--- src/hdl/utcd_pkg.sv ---
package utcd_pkg;

  // Field widths of one time stamp and of one decoded result.
  localparam int unsigned MjdW   = 16;
  localparam int unsigned BcdW   = 24;
  localparam int unsigned YearW  = 11;
  localparam int unsigned MonthW = 4;
  localparam int unsigned DayW   = 5;
  localparam int unsigned TimeW  = 8;

  // Date conversion constants (integer form of the decimal MJD formula).
  localparam int unsigned MjdMinValid    = 15079;
  localparam int unsigned YearBase       = 1900;
  localparam int unsigned YearNumOffset  = 301564;
  localparam int unsigned YearDiv        = 7305;
  localparam int unsigned MjdEpoch       = 14956;
  localparam int unsigned DaysPer4Years  = 1461;
  localparam int unsigned MonthNumScale  = 10000;
  localparam int unsigned MonthNumOffset = 1000;
  localparam int unsigned MonthDiv       = 306001;

  // Internal widths of the date pipeline.
  localparam int unsigned NumW    = 20;  // 20*mjd - 301564
  localparam int unsigned RecipW  = 20;  // reciprocal of the year divisor
  localparam int unsigned RecipSh = 32;  // binary point of the reciprocal
  localparam int unsigned YIdxW   = 8;   // years since 1900
  localparam int unsigned YDivW   = 13;  // width of the year divisor
  localparam int unsigned RemW    = 10;  // day count inside the shifted year
  localparam int unsigned MdW     = 9;   // days before a shifted month
  localparam int unsigned NumMonthCodes = 16;

  localparam longint unsigned YearRecip = (64'd1 << RecipSh) / YearDiv;

  // Payload of one time stamp.
  typedef struct packed {
    logic [MjdW-1:0] mjd_value;
    logic [BcdW-1:0] bcd_time;
  } utcd_in_t;

  // Payload of one decoded result.
  typedef struct packed {
    logic [YearW-1:0]  year_out;
    logic [MonthW-1:0] month_out;
    logic [DayW-1:0]   day_out;
    logic [TimeW-1:0]  hour_out;
    logic [TimeW-1:0]  minute_out;
    logic [TimeW-1:0]  second_out;
    logic              date_valid;
    logic              time_valid;
  } utcd_out_t;

  typedef logic [RemW-1:0] rem_t;
  typedef rem_t [NumMonthCodes-1:0] thr_table_t;
  typedef logic [MdW-1:0] md_t;
  typedef md_t [NumMonthCodes-1:0] md_table_t;

  // Smallest day count for which the month code reaches k.
  function automatic thr_table_t month_thresholds();
    thr_table_t t;
    t = '0;
    for (int unsigned k = 1; k < NumMonthCodes; k++) begin
      t[k] = RemW'((MonthDiv * k + MonthNumOffset + MonthNumScale - 1) / MonthNumScale);
    end
    return t;
  endfunction

  // Days that precede month code k inside the shifted year.
  function automatic md_table_t month_offsets();
    md_table_t t;
    t = '0;
    for (int unsigned k = 0; k < NumMonthCodes; k++) begin
      t[k] = MdW'((MonthDiv * k) / MonthNumScale);
    end
    return t;
  endfunction

endpackage

--- src/hdl/utcd_in_if.sv ---
interface utcd_in_if import utcd_pkg::*; ();
  logic     valid;
  logic     ready;
  utcd_in_t data;

  modport source (output valid, output data, input ready);
  modport sink (input valid, input data, output ready);
endinterface

--- src/hdl/utcd_out_if.sv ---
interface utcd_out_if import utcd_pkg::*; ();
  logic      valid;
  logic      ready;
  utcd_out_t data;

  modport source (output valid, output data, input ready);
  modport sink (input valid, input data, output ready);
endinterface

--- src/hdl/utcd_date_pipe.sv ---
module utcd_date_pipe import utcd_pkg::*; (
  input  logic              clk_i,
  input  logic              en_i,
  input  logic [MjdW-1:0]   mjd_i,
  output logic [YearW-1:0]  year_o,
  output logic [MonthW-1:0] month_o,
  output logic [DayW-1:0]   day_o,
  output logic              date_valid_o
);

  localparam thr_table_t MonthThr = month_thresholds();
  localparam md_table_t  MonthOff = month_offsets();

  // Stage 1: numerator of the year division and the validity test.
  logic [NumW:0]      mul20;
  logic [NumW-1:0]    num_d, num1_q;
  logic [MjdW-1:0]    mjd1_q;
  logic               dv1_q;

  assign mul20 = (NumW+1)'({mjd_i, 4'b0000}) + (NumW+1)'({mjd_i, 2'b00});
  assign num_d = NumW'(mul20 - (NumW+1)'(YearNumOffset));

  always_ff @(posedge clk_i) begin
    if (en_i) begin
      num1_q <= num_d;
      mjd1_q <= mjd_i;
      dv1_q  <= (mjd_i >= MjdW'(MjdMinValid));
    end
  end

  // Stage 2: quotient estimate by the reciprocal, low by at most one.
  logic [NumW+RecipW-1:0] recip_prod;
  logic [YIdxW-1:0]       q0_q;
  logic [NumW-1:0]        num2_q;
  logic [MjdW-1:0]        mjd2_q;
  logic                   dv2_q;

  assign recip_prod = (NumW+RecipW)'(num1_q) * (NumW+RecipW)'(RecipW'(YearRecip));

  always_ff @(posedge clk_i) begin
    if (en_i) begin
      q0_q   <= recip_prod[RecipSh +: YIdxW];
      num2_q <= num1_q;
      mjd2_q <= mjd1_q;
      dv2_q  <= dv1_q;
    end
  end

  // Stage 3: remainder check fixes the estimate to the exact year index.
  logic [NumW:0]      back_prod;
  logic [NumW:0]      year_rem;
  logic [YIdxW-1:0]   y_d, y3_q;
  logic [MjdW-1:0]    mjd3_q;
  logic               dv3_q;

  assign back_prod = (NumW+1)'(q0_q) * (NumW+1)'(YDivW'(YearDiv));
  assign year_rem  = (NumW+1)'(num2_q) - back_prod;
  assign y_d       = q0_q + YIdxW'(year_rem >= (NumW+1)'(YearDiv));

  always_ff @(posedge clk_i) begin
    if (en_i) begin
      y3_q   <= y_d;
      mjd3_q <= mjd2_q;
      dv3_q  <= dv2_q;
    end
  end

  // Stage 4: days left after the whole years.
  localparam int unsigned YdW = YIdxW + 11;
  logic [YdW-1:0]   yd_prod;
  logic [MjdW:0]    rem_full;
  logic [RemW-1:0]  rem4_q;
  logic [YIdxW-1:0] y4_q;
  logic             dv4_q;

  assign yd_prod  = YdW'(y3_q) * YdW'(DaysPer4Years);
  assign rem_full = (MjdW+1)'(mjd3_q) - (MjdW+1)'(MjdEpoch)
                  - (MjdW+1)'(yd_prod[YdW-1:2]);

  always_ff @(posedge clk_i) begin
    if (en_i) begin
      rem4_q <= rem_full[RemW-1:0];
      y4_q   <= y3_q;
      dv4_q  <= dv3_q;
    end
  end

  // Stage 5: month code from the day count by threshold compares.
  logic [MonthW-1:0] m_d, m5_q;
  logic [RemW-1:0]   rem5_q;
  logic [YIdxW-1:0]  y5_q;
  logic              dv5_q;

  always_comb begin
    m_d = '0;
    for (int unsigned k = 1; k < NumMonthCodes; k++) begin
      if (rem4_q >= MonthThr[k]) begin
        m_d = MonthW'(k);
      end
    end
  end

  always_ff @(posedge clk_i) begin
    if (en_i) begin
      m5_q   <= m_d;
      rem5_q <= rem4_q;
      y5_q   <= y4_q;
      dv5_q  <= dv4_q;
    end
  end

  // Stage 6: day of month, January/February wrap, invalid date defaults.
  logic              wrap;
  logic [RemW-1:0]   day_full;
  logic [YearW-1:0]  year_d, year_q;
  logic [MonthW-1:0] month_d, month_q;
  logic [DayW-1:0]   day_d, day_q;
  logic              dv_q;

  assign wrap     = (m5_q == MonthW'(14)) || (m5_q == MonthW'(15));
  assign day_full = rem5_q - RemW'(MonthOff[m5_q]);

  always_comb begin
    if (dv5_q) begin
      year_d  = YearW'(YearBase) + YearW'(y5_q) + YearW'(wrap);
      month_d = wrap ? (m5_q - MonthW'(13)) : (m5_q - MonthW'(1));
      day_d   = day_full[DayW-1:0];
    end else begin
      year_d  = YearW'(YearBase);
      month_d = '0;
      day_d   = '0;
    end
  end

  always_ff @(posedge clk_i) begin
    if (en_i) begin
      year_q  <= year_d;
      month_q <= month_d;
      day_q   <= day_d;
      dv_q    <= dv5_q;
    end
  end

  assign year_o       = year_q;
  assign month_o      = month_q;
  assign day_o        = day_q;
  assign date_valid_o = dv_q;

endmodule

--- src/hdl/utc_time_mjd_bcd_decode_core.sv ---
// An accepted item passes through six registered stages to its result on the output port.
// One item per cycle while the output is not stalled; the six-stage date pipeline, whose year
// division is a reciprocal multiply plus one remainder check, sets the depth.
// All stages advance together whenever the output register is empty or taken.
// Reset clears only the stage valid bits; data registers are not reset.
module utc_time_mjd_bcd_decode_core import utcd_pkg::*; (
  input  logic       clk_i,
  input  logic       rst_ni,
  utcd_in_if.sink    in_i,
  utcd_out_if.source out_o
);

  localparam int unsigned Stages = 6;

  typedef struct packed {
    logic [TimeW-1:0] hour;
    logic [TimeW-1:0] minute;
    logic [TimeW-1:0] second;
    logic             tvalid;
  } time_t;

  // Two BCD digits to their weighted sum; nibbles above nine pass through.
  function automatic logic [TimeW-1:0] bcd_pair(input logic [7:0] b);
    return TimeW'({b[7:4], 3'b000}) + TimeW'({b[7:4], 1'b0}) + TimeW'(b[3:0]);
  endfunction

  logic                 adv;
  logic [Stages-1:0]    vld_q;
  time_t                time_d;
  time_t [Stages-1:0]   time_q;
  logic [YearW-1:0]     year;
  logic [MonthW-1:0]    month;
  logic [DayW-1:0]      day;
  logic                 dvalid;

  // The whole pipeline moves when the output register is free or drained.
  assign adv        = !vld_q[Stages-1] || out_o.ready;
  assign in_i.ready = adv;

  // Valid bits travel alongside the data stages.
  always_ff @(posedge clk_i or negedge rst_ni) begin
    if (!rst_ni) begin
      vld_q <= '0;
    end else if (adv) begin
      vld_q <= {vld_q[Stages-2:0], in_i.valid};
    end
  end

  // Time fields are decoded on entry and delayed to match the date.
  assign time_d.hour   = bcd_pair(in_i.data.bcd_time[23:16]);
  assign time_d.minute = bcd_pair(in_i.data.bcd_time[15:8]);
  assign time_d.second = bcd_pair(in_i.data.bcd_time[7:0]);
  assign time_d.tvalid = (in_i.data.bcd_time != '0);

  always_ff @(posedge clk_i) begin
    if (adv) begin
      time_q <= {time_q[Stages-2:0], time_d};
    end
  end

  utcd_date_pipe u_date (
    .clk_i        (clk_i),
    .en_i         (adv),
    .mjd_i        (in_i.data.mjd_value),
    .year_o       (year),
    .month_o      (month),
    .day_o        (day),
    .date_valid_o (dvalid)
  );

  // Result assembly.
  assign out_o.valid           = vld_q[Stages-1];
  assign out_o.data.year_out   = year;
  assign out_o.data.month_out  = month;
  assign out_o.data.day_out    = day;
  assign out_o.data.hour_out   = time_q[Stages-1].hour;
  assign out_o.data.minute_out = time_q[Stages-1].minute;
  assign out_o.data.second_out = time_q[Stages-1].second;
  assign out_o.data.date_valid = dvalid;
  assign out_o.data.time_valid = time_q[Stages-1].tvalid;

  // A valid date always lands on a real month and day.
  assert property (@(posedge clk_i) disable iff (!rst_ni)
    out_o.valid && out_o.data.date_valid |->
      out_o.data.month_out >= MonthW'(1) && out_o.data.month_out <= MonthW'(12) &&
      out_o.data.day_out >= DayW'(1))
    else $error("valid date decoded to an impossible month or day");

  // An invalid date carries the fixed default fields.
  assert property (@(posedge clk_i) disable iff (!rst_ni)
    out_o.valid && !out_o.data.date_valid |->
      out_o.data.year_out == YearW'(YearBase) && out_o.data.month_out == '0 &&
      out_o.data.day_out == '0)
    else $error("invalid date with nonzero calendar fields");

  // An all-zero time word decodes to midnight.
  assert property (@(posedge clk_i) disable iff (!rst_ni)
    out_o.valid && !out_o.data.time_valid |->
      out_o.data.hour_out == '0 && out_o.data.minute_out == '0 &&
      out_o.data.second_out == '0)
    else $error("zero time word produced nonzero time fields");

  // A stalled result stays in the output register until it is taken.
  assert property (@(posedge clk_i) disable iff (!rst_ni)
    !adv |=> vld_q[Stages-1])
    else $error("stalled result vanished from the output register");

endmodule
--- src/flat_wrapper.sv ---
// flat-port wrapper written by rule: the top's interface ports become plain ports
module utc_time_mjd_bcd_decode_core_flat import utcd_pkg::*;
  (clk_i, rst_ni, in_i_valid, in_i_data, in_i_ready, out_o_valid, out_o_data, out_o_ready);
  utcd_in_if in_i_i ();
  utcd_out_if out_o_i ();
  input  logic clk_i;
  input  logic rst_ni;
  input wire logic [$bits(in_i_i.valid)-1:0] in_i_valid;
  input wire logic [$bits(in_i_i.data)-1:0] in_i_data;
  output wire logic [$bits(in_i_i.ready)-1:0] in_i_ready;
  output wire logic [$bits(out_o_i.valid)-1:0] out_o_valid;
  output wire logic [$bits(out_o_i.data)-1:0] out_o_data;
  input wire logic [$bits(out_o_i.ready)-1:0] out_o_ready;
  assign in_i_i.valid = in_i_valid;
  assign in_i_i.data = in_i_data;
  assign in_i_ready = in_i_i.ready;
  assign out_o_valid = out_o_i.valid;
  assign out_o_data = out_o_i.data;
  assign out_o_i.ready = out_o_ready;
  utc_time_mjd_bcd_decode_core u_core (.clk_i(clk_i), .rst_ni(rst_ni), .in_i(in_i_i), .out_o(out_o_i));
endmodule
--- config.mk ---
export PLATFORM = sky130hd
export DESIGN_NAME = utc_time_mjd_bcd_decode_core_flat
export DESIGN_NICKNAME = d
export VERILOG_FILES = /design/src/hdl/utcd_pkg.sv /design/src/hdl/utcd_in_if.sv /design/src/hdl/utcd_out_if.sv /design/src/hdl/utcd_date_pipe.sv /design/src/hdl/utc_time_mjd_bcd_decode_core.sv /design/src/flat_wrapper.sv
export SDC_FILE = /design/constraint.sdc
export NUM_CORES = 1
export LEC_CHECK = 0
export ABC_AREA = 1
export BUFFER_PORTS_ARGS = -buffer_cell sky130_fd_sc_hd__buf_2
export CORE_MARGIN = 2
export CORE_UTILIZATION = 40
export DETAILED_ROUTE_END_ITERATION = 10
export HOLD_SLACK_MARGIN = 0.1
export PLACE_DENSITY = 0.55
export RECOVER_POWER = 50
export SKIP_CTS_REPAIR_TIMING = 1
export SLEW_MARGIN = 25
export SYNTH_ARGS = -nofsm -noshare
export SYNTH_HDL_FRONTEND = slang
export SYNTH_SLANG_ARGS = --single-unit
--- constraint.sdc ---
create_clock -name clk_i -period 23.1 [get_ports clk_i]
set_clock_uncertainty 0.2 [all_clocks]
set_input_delay 3.465 -clock clk_i [delete_from_list [all_inputs] [get_ports clk_i]]
set_output_delay 3.465 -clock clk_i [all_outputs]
set_load 0.01 [all_outputs]
# Yosys cells after proc, flatten, opt, wreduce, memory -nomap -nowiden
# Memories as Yosys holds them, arrays and structs flattened.
# Cells that the tools add are included.
[totals] out_inout_bits=48 mem_count=1 register_bits=303 mem_bits_ro=144
[mem_list] name="(no name shown)" depth=16 word_bits=9 read_ports=1 rd_ports_with_merged_regs=0 write_ports=0 line="utcd_date_pipe.sv:121" source="assign day_full = rem5_q - RemW'(MonthOff[m5_q]);"
[op_classes] magnitude_cmp=18 reduce_logical=7 mul=3 eq_ne=2 n_mux=16 n_addsub=17
[ops] op="10-bit by 9-bit >= comparator with 1-bit output, second input constant" n=7
[ops] op="10-bit by 8-bit >= comparator with 1-bit output, second input constant" n=4
[ops] op="20-bit by 18-bit multiplier with 38-bit output, second input constant" n=1
[ops] op="4-bit two-way mux" n=7
[ops] op="7-bit by 5-bit adder with 8-bit output" n=3
[ops] op="8-bit by 4-bit adder with 8-bit output" n=3
[ops] op="24-bit nonzero test" n=1
[ops] op="21-bit by 13-bit >= comparator with 1-bit output, second input constant" n=1
[ops] op="8-bit by 13-bit multiplier with 21-bit output, second input constant" n=1
[ops] op="20-bit by 21-bit subtractor with 21-bit output" n=1
[ops] op="20-bit by 18-bit adder with 20-bit output" n=1
[ops] op="10-bit by 7-bit >= comparator with 1-bit output, second input constant" n=2
[ops] op="20-bit by 19-bit subtractor with 20-bit output, second input constant" n=1
[ops] op="16-bit by 14-bit >= comparator with 1-bit output, second input constant" n=1
[ops] op="8-bit by 11-bit multiplier with 12-bit output, second input constant" n=1
[ops] op="3-bit two-way mux" n=4
[ops] op="10-bit by 2-bit adder with 11-bit output" n=1
[ops] op="9-bit by 9-bit adder with 10-bit output, first input constant" n=1
[ops] op="10-bit by 5-bit >= comparator with 1-bit output, second input constant" n=1
[ops] op="10-bit by 6-bit >= comparator with 1-bit output, second input constant" n=1
[ops] op="10-bit subtractor" n=1
[ops] op="10-bit subtractor, second input constant" n=1
[ops] op="8-bit by 1-bit adder with 8-bit output" n=1
[ops] op="4-bit equality test, second input constant" n=2
[ops] op="other kinds (12)" n=15

# Longest topological paths before layout
[logic_depth] word_depth=15 mapped_depth=28

# Cells and area by module
# From an unflattened synthesis, not the netlist that was laid out.
[hier_totals] cells_unflattened=2196 area_unflattened_um2=22728.0
[modules_own_cells] mod="utcd_date_pipe" area_each_um2=16997.6 n_inst=1 cells_per_inst=1872
[modules_own_cells] mod="utc_time_mjd_bcd_decode_core" area_each_um2=5730.5 n_inst=1 cells_per_inst=324

# Worst setup path after synthesis
# Ideal clock, no wire load.
[synth_path] path_type="in2out" startpoint="input port out_o_ready" endpoint="output port in_i_ready" path_stages=2 arrival_ns=9.855 path_slack_ns=9.580 required_ns=19.435 path_cell_list="inv_1 -> nand2_1"
[synth_via] elab_chain_len=1
[synth_lines] element="start, declared" line="flat_wrapper.sv:13" source="input wire logic [$bits(out_o_i.ready)-1:0] out_o_ready;"
[synth_lines] element="1-bit logical OR" line="utc_time_mjd_bcd_decode_core.sv:37" source="assign adv = !vld_q[Stages-1] || out_o.ready;"
[synth_lines] element="end, declared" line="flat_wrapper.sv:10" source="output wire logic [$bits(in_i_i.ready)-1:0] in_i_ready;"
# No other way between the ends.

# Worst setup path after layout
# Same ends and word-level chain as after synthesis.

==> results.sh <==
export IMPL_drive_gt1_share_pct=7.10
export IMPL_synthTopCellsByArea="edfxtp_1 (39%), ha_1 (18%), fa_1 (15%), inv_1 (8.6%), nand2_1 (4.5%)"
export IMPL_h_tree_depth=2
export IMPL_finalSetupViolCount=0
export IMPL_fin_area_um2=24800
export IMPL_synth_edff_count=293
export IMPL_async_flop_share_pct=2.01
export IMPL_synthCells=2127
export IMPL_rsz0062_at_grt="no"
export IMPL_place_gp_congestion=0.893
export IMPL_outcome="finished, violations left"
export IMPL_syn_area_per_cell_um2=10.6
export IMPL_io_pins=92
export IMPL_cts_max_path_buffers=3
export IMPL_syn_nets=2669
export IMPL_firstDrtPassIters=5
export IMPL_grt_max_degree=83
export IMPL_max_cap_violations=1
export IMPL_grt_overflow=0
export IMPL_path_clk_slew_ns=0.05
export IMPL_clk_latency_ns=0.53
export IMPL_yosysWarnings=0
export IMPL_yosysTopAreaCell="edfxtp_1"
export IMPL_ant_nets=0
export IMPL_cts_buffers=34
export IMPL_area_delta_synth_final_pct=9.96
export IMPL_nFillCells=5382
export IMPL_chipWidth_um=241
export IMPL_tightest_slew_ns=4.15
export IMPL_grt_total_usage_pct=15.6
export IMPL_antenna_found_initial=2
export IMPL_yosys_area_top_type_share_pct=39.0
export IMPL_crit_top_cell="buf_2"
export IMPL_tns_ns=0
export IMPL_hpwl_mm=35.1
export IMPL_critPathCaptureType="primary output"
export IMPL_final_hold_violation_count=0
export IMPL_layout_nets=2771
export IMPL_fin_crit_sh_pct=35.7
export IMPL_grt_pass1_wl_mm=72.1
export IMPL_cts_root_buf="clkbuf_16"
export IMPL_core_um2=56100
export IMPL_die_h_um=241
export IMPL_viasPerCell=4.69
export IMPL_synth_seq_cells=299
export IMPL_drc_errors=0
export IMPL_cp_slowest_cell="nand2_1"
export IMPL_path_cells="buf_2 > inv_1 > nand2_1 > buf_2"
export IMPL_crit_required_ns=19.43
export IMPL_rows=87
export IMPL_mostFrequentLayoutCells="inv_1 (516), ha_1 (332), edfxtp_1 (293)"
export IMPL_avgRoutedWirePerCell_um=14.6
export IMPL_initial_core_util_pct=40.2
export IMPL_crit_fanout=24
export IMPL_relSlewSlack_pct=-177
export IMPL_grt_pass1_vias=14317
export IMPL_setup_ws_ns=14.86
export IMPL_period_needed_ns=8.24
export IMPL_crit_type="in -> out"
export IMPL_die_area_um2=58300
export IMPL_final_common_cell="inv_1"
export IMPL_maxSlewViolCount=83
export IMPL_cp_start_kind="input port"
export IMPL_critPathTopFamily="simple AND/OR/NAND/NOR gates"
export IMPL_worstPathArrival_ns=4.57
export IMPL_mappedNetlistArea_um2=22600
export IMPL_num_vias=14102
export IMPL_placed_cell_area_um2=23800
export IMPL_synth_top_flop_cell="edfxtp_1"
export IMPL_dr_first_iter_drc_count=621
export IMPL_clock_sinks=299
export IMPL_max_freq_mhz=121
export IMPL_cts_tree="done"
export IMPL_io_buffers=91
export IMPL_hold_worst_slack_ns=0.211
export IMPL_violations="capacitance limit, slew limit"
export IMPL_cpPeakStageDelay_ns=0.71
export IMPL_pre_cts_ws_ns=15.35
export IMPL_seq_area_frac_synth_pct=39.7
export IMPL_critical_path_n_buffers_inverters=3
export IMPL_synth_distinct_cells=49
export IMPL_wl_mm=44.0
export IMPL_min_path_type="reg -> reg"
routing by layer:
layer	share of wire, %	track usage [%]	wire length, µm	vias to the layer above
met2	47	25.4	20600	206
met1	47	21.8	20900	6744
met3	4.0	2.56	1760	49
li1	-	-	-	7101
met4	1.6	3.63	716	2
met5	0.018	0	8	-
sequential cells by signal (all words and copies together) (netlist names), 11 cells and up:
name                  cells
u_core.time_q           125
u_core.u_date.num1_q     18
u_core.u_date.year_o     11
u_core.u_date.num2_q     18
u_core.out_o.data        25
cells in the mapped netlist, types with 3 or more instances:
cell type  number
a21oi_1        92
inv_2           3
a21boi_0        3
o211ai_1        6
nand4_1        26
o21bai_1        4
inv_1         516
xnor2_1        19
nor3_1         22
a31oi_1        12
ha_1          332
clkbuf_1        3
nand2_2        13
nand2_1       270
xor2_1         49
o21ai_0        58
a21o_1          4
o21a_1          4
nand3b_1        7
edfxtp_1      293
o31ai_1         6
nor2_1        100
nor2_2          5
nand3_2         5
nand3_1        46
fa_1          166
nor4_1          7
buf_4          26
dfrtp_1         6
worst reg2reg max path, cell delays in order, from the launching register on:
cell and delay (ns):
edfxtp_1 0.69, fa_1 0.65, inv_1 0.05, fa_1 0.46
fa_1 0.54, inv_1 0.08, fa_1 0.52, fa_1 0.53
fa_1 0.54, ha_1 0.36, nand2_1 0.12, nor3_1 0.24
a21boi_0 0.39, o21ai_0 0.13, nand2_1 0.08, xor2_1 0.07
final timing paths:
path,from,to,slack [ns],cells past startpoint
min in group asynchronous,rst_ni,u_core.vld_q[5]$_DFFE_PN0P_,2.60,1
max in group asynchronous,rst_ni,u_core.vld_q[1]$_DFFE_PN0P_,19.86,1
setup / recovery,out_o_ready,in_i_ready,14.86,4
setup reg to reg,u_core.u_date.num1_q[9]$_DFFE_PP_,u_core.u_date.q0_q[2]$_DFFE_PP_,17.16,15
hold / removal,u_core.time_q[24]$_DFFE_PP_,u_core.time_q[49]$_DFFE_PP_,0.21,0
hold reg to reg,u_core.time_q[24]$_DFFE_PP_,u_core.time_q[49]$_DFFE_PP_,0.21,0
cell families (layout without fill, tap and decap cells):
logic type / Yosys count / count (layout) / share of synthesized area [%]
simple gates: 507 / 507 / 9.78
flops: 299 / 299 / 39.7
fa+ha+maj: 498 / 498 / 33.1
xor+xnor: 68 / 68 / 2.64
buf+inv: 550 / 676 / 9.59
mux: 2 / 2 / 0.0998
other cells: 0 / 1 / 0
compound gates: 203 / 203 / 5.09
area by class of cell:
| cell class | count | area [µm²] | area share (%) |
|---|---|---|---|
| antenna | 1 | 2.50 | 0.0101 |
| clock buffer | 40 | 873 | 3.52 |
| clock inverter | 20 | 174 | 0.701 |
| inverter | 520 | 1950 | 7.87 |
| multi-input combinational | 1278 | 11400 | 46.2 |
| sequential | 299 | 8950 | 36.1 |
| tap | 756 | 946 | 3.81 |
| timing repair buffer | 96 | 463 | 1.87 |
per-stage QoR:
step	cells	utilization, %
floorplan	2127	-
global placement	2949	42.4
detailed placement	2949	42.4
CTS	3009	44.3
global route	3010	44.3
finish	3010	44.3
Power is left out: the tool's default activity adds up to more than one toggle a clock period on the data nets, which glitch-free logic cannot reach.
